[config.mk]
export PLATFORM = sky130hd
export DESIGN_NAME = mcp_queue
export DESIGN_NICKNAME = d
export VERILOG_FILES = /design/src/rtl/mcp_pkg.sv /design/src/rtl/mcp_queue.sv
export SDC_FILE = /design/constraint.sdc
export NUM_CORES = 1
export LEC_CHECK = 0
export BUFFER_PORTS_ARGS = -buffer_cell sky130_fd_sc_hd__buf_2
export CORE_ASPECT_RATIO = 0.8
export CORE_MARGIN = 10
export CORE_UTILIZATION = 53
export CTS_BUF_LIST = sky130_fd_sc_hd__clkbuf_2 sky130_fd_sc_hd__clkbuf_4 sky130_fd_sc_hd__clkbuf_8
export CTS_CLUSTER_DIAMETER = 50
export DETAILED_ROUTE_END_ITERATION = 7
export PLACE_DENSITY = 0.82
export SYNTH_ARGS = -nofsm -noshare
export SYNTH_HDL_FRONTEND = slang
export SYNTH_SLANG_ARGS = --single-unit
[constraint.sdc]
create_clock -name clock -period 2.25 [get_ports clock]
set_clock_uncertainty 0.15 [all_clocks]
set_input_delay 0.45 -clock clock [delete_from_list [all_inputs] [get_ports clock]]
set_output_delay 0.45 -clock clock [all_outputs]
set_load 0.02 [all_outputs]
[src/rtl/mcp_pkg.sv]
// shared types and constants for the multi-channel pipe fifo
package mcp_pkg;

   localparam int DEF_NUM_PIPES = 8;
   localparam int DEF_BUF_DEPTH = 256;
   localparam int DEF_NUM_TASKS = 32;
   localparam int Q_DEPTH       = 2;
   localparam int PID_W         = 3;

   typedef enum logic [2:0] {
      CMD_CREATE   = 3'd0,
      CMD_WRITE    = 3'd1,
      CMD_READ     = 3'd2,
      CMD_CLOSE_RD = 3'd3,
      CMD_CLOSE_WR = 3'd4
   } cmd_type;

   typedef enum logic [1:0] {
      ST_OK    = 2'd0,
      ST_BLOCK = 2'd1,
      ST_EOF   = 2'd2,
      ST_ERR   = 2'd3
   } status_type;

   typedef enum logic [2:0] {
      OP_CREATE,
      OP_WRITE,
      OP_READ,
      OP_CLOSE_RD,
      OP_CLOSE_WR,
      OP_BAD
   } op_kind_type;

   typedef struct packed {
      op_kind_type      kind;
      logic [PID_W-1:0] pipe_id;
      logic [7:0]       data;
      logic [4:0]       task_id;
      logic             task_ok;
   } op_type;

   typedef enum logic {
      BK_ISSUE,
      BK_RETIRE
   } bk_state_type;

endpackage

[src/rtl/mcp_queue.sv]
// short queue of classified items between front and back
module mcp_queue (
   input  logic            clock,
   input  logic            reset,
   input  logic            push,
   input  mcp_pkg::op_type push_entry,
   input  logic            pop,
   output mcp_pkg::op_type head_entry,
   output logic            full,
   output logic            empty
);
   import mcp_pkg::*;

   localparam int PTR_W = (Q_DEPTH > 1) ? $clog2(Q_DEPTH) : 1;
   localparam int CNT_W = $clog2(Q_DEPTH + 1);

   op_type             slot_ff [Q_DEPTH];
   logic [PTR_W-1:0]   wr_ptr_ff, wr_ptr_in;
   logic [PTR_W-1:0]   rd_ptr_ff, rd_ptr_in;
   logic [CNT_W-1:0]   count_ff, count_in;

   assign full       = count_ff == CNT_W'(Q_DEPTH);
   assign empty      = count_ff == '0;
   assign head_entry = slot_ff[rd_ptr_ff];

   always_comb begin
      wr_ptr_in = wr_ptr_ff;
      rd_ptr_in = rd_ptr_ff;
      count_in  = count_ff;
      if (push) begin
         wr_ptr_in = (wr_ptr_ff == PTR_W'(Q_DEPTH - 1)) ? '0 : wr_ptr_ff + 1'b1;
      end
      if (pop) begin
         rd_ptr_in = (rd_ptr_ff == PTR_W'(Q_DEPTH - 1)) ? '0 : rd_ptr_ff + 1'b1;
      end
      if (push && !pop) begin
         count_in = count_ff + 1'b1;
      end else if (pop && !push) begin
         count_in = count_ff - 1'b1;
      end
   end

   always_ff @(posedge clock) begin
      if (reset) begin
         wr_ptr_ff <= '0;
         rd_ptr_ff <= '0;
         count_ff  <= '0;
      end else begin
         wr_ptr_ff <= wr_ptr_in;
         rd_ptr_ff <= rd_ptr_in;
         count_ff  <= count_in;
      end
   end

   always_ff @(posedge clock) begin
      if (push) begin
         slot_ff[wr_ptr_ff] <= push_entry;
      end
   end

endmodule

==> out/results.md <==
* **CTS sink cnt** 45
* **H-Tree Level Count** 2
* **cell family with the largest share of critical-path delay** multiplexers
* **area share of the largest cell type after synthesis** 73.1%
* **ratio of cells with drive above 1 in the final layout** 57.4%
* **number of inserted diodes** 0
* **cell with the biggest individual delay on the critical path** mux2_2
* **die width** 82.3 um
* **number of CTS-inserted buffers** 5
* **Via Count** 878
* **synthesized instance count** 84
* **count of hold-fix buffers inserted at cts** 0
* **static power due to leakage** 0.806 nW
* **pins over their slew limit** 0
* **standard-cell rows** 17
* **final worst-path cycle share** 85.2%
* **kind of capture point of the worst setup path** output pin
* **register area share after synthesis** 79.1%
* **cell taking the most area after synthesis** edfxtp_1
* **detailed placement HPWL** 2460 um
* **RSZ-0062 raised after global routing** no
* **crit-path max cell delay** 0.36 ns
* **pwr/cell area** 859 mW/mm2
* **netlist area before placement** 0.00164 mm2
* **WL per Instance** 17.5 um
* **post-synthesis sequential element count** 45
* **detailed-routing iteration count for the pre-antenna-repair pass** 4
* **type of the worst setup path** flop to output pin
* **vertical die dimension** 69.8 um
* **cell types occupying the most area after synthesis** edfxtp_1, mux2_2, dfxtp_1
* **Final Setup Violations** 0
* **commonest non-fill, non-tap cells in the layout** buf_2, edfxtp_1, mux2_2, clkbuf_8, buf_4
* **number of warnings reported in the yosys synthesis log** 0
* **most common library cell in the layout ignoring fill and taps** buf_2
* **highest fanout seen on the critical path** 10
* **clock transition at the register clock pins on the worst setup and hold paths after CTS** 0.08 ns
* **worst path arrival time** 1.32 ns
* **full die area** 0.00574 mm2
* **relative slew slack** 88.4%
* **count of routing violations after the opening detailed-route iteration** 63
* **global-route usage over all layers** 11.4%
* **final hold violation count** 0
* **post-CTS resize count** 0
* **initial cell density of the core** 57.3%
* **area delta synth->final** 24.8%
* **worst slack at placement** 0.598 ns
* **antenna violations before repair** 0
* **sum of negative setup slack** 0 ns
* **routed via count divided by cell count** 4.91
* **worst min-delay path category** input port to flop
* **vias in the first global route** 987
* **global-route wire length before repair** 4950 um
* **Final Net Count** 165
* **syn nets** 109
* **cells along the critical path** buf_4 > mux2_2 > buf_2
* **syn_area_per_cell** 19.6 um2
* **largest net degree at the start of global routing** 14
* **antenna viol nets, final** 0
* **Tightest Pin Transition** 0.172 ns
* **I/O pin count** 46
* **count of buffers added by post-CTS timing repair for setup** 0
* **Worst VDD drop** 0.000532 V
* **Fmax achieved** 0.521 GHz
* **Routed WL** 3130 um
* **status** finished clean
* **Clock Root Buffer** clkbuf_8
* **number of buffers and inverters on the critical path** 2
* **number of buffers on the longest clock path** 2
* **Tmin final** 1.92 ns
* **max-capacitance violation count** 0
* **worst endpoint required time** 1.65 ns
* **post-route DRC violation count** 0
* **post-route setup slack** 0.332 ns
* **clock tree from TritonCTS** built
* **CP Launch Type** flop
* **core box area** 0.00287 mm2
* **RePlAce Congestion** 0.663
* **leftover overflow at the end of global routing** 0
* **quantity of I/O buffers inserted on ports** 45
* **Distinct cells, synth** 15
* **insertion delay of the later-clocked pin in the worst-skew pair** 0.28 ns
worst paths after layout:
kind / cells after the start / from / end / slack, ns
worst max-delay path: 3 / flop / head_entry[4] / 0.33
worst min-delay path: 1 / push_entry[2] / slot_ff[0][2] / 0.20
worst max register to register: 3 / count_ff[0] / count_ff[1] / 1.04
worst min register to register: 2 / rd_ptr_ff / rd_ptr_ff / 0.39
routing by layer:
metal  wire [um]  GRT usage, %  up-vias
met5           0             0        -
met2        1770          20.1       22
met4          17          3.93        0
met1        1180          12.3      423
li1            -             -      431
met3         168          3.23        2
registers in the layout, indices dropped and copies added (netlist names), named ones only:
signal / flops
slot_ff: 40
count_ff: 2
wr_ptr_ff: 1
rd_ptr_ff: 1
report_power, final:
group | leakage, nW | switching (mW) | internal, mW | total [mW]
Combinational | 0.337 | 0.149 | 0.111 | 0.260
Sequential | 0.417 | 0.0196 | 0.969 | 0.989
Clock | 0.0523 | 0.239 | 0.275 | 0.513
Total | 0.806 | 0.408 | 1.36 | 1.76
cell usage after synthesis (all sizes together):
| cell | number |
|---|---|
| edfxtp | 40 |
| ha | 1 |
| nor2b | 1 |
| inv | 1 |
| and2 | 1 |
| or3 | 1 |
| buf | 2 |
| xor2 | 2 |
| o21ai | 1 |
| nor2 | 5 |
| dfxtp | 5 |
| mux2 | 20 |
| xnor2 | 2 |
| and2b | 1 |
| a21oi | 1 |
cell families after synthesis:
kind of cell             after synthesis  share of synthesized area (%)
XOR/XNOR                               4                           2.13
AND/OR/NAND/NOR                        9                           2.82
flip-flops                            45                           79.1
multiplexers                          20                           13.7
buffers and inverters                  3                          0.837
adder cells (fa/ha/maj)                1                          0.761
AO/OA/AOI/OAI                          2                          0.608
stage by stage:
step	hold slack [ns]	utilization, %	power (mW)	cell area [um2]	instances
finish	0.200	71.5	1.76	2050	179
global route	0.192	71.5	1.84	2050	179
CTS	0.195	71.5	1.78	2050	179
detailed placement	0.355	68.1	1.27	1950	171
global placement	0.328	68.1	1.26	1950	171
floorplan	0.311	-	1.16	1640	84
final cells by class:
| class | count | area [um2] |
|---|---|---|
| Timing Repair Buffer | 51 | 270 |
| Inverter | 1 | 3.75 |
| Tap cell | 38 | 47.5 |
| Clock buffer | 8 | 97.6 |
| Fill cell | 198 | 820 |
| Multi-Input combinational cell | 36 | 332 |
| Sequential cell | 45 | 1300 |
Power figures use the tool's default switching activity.
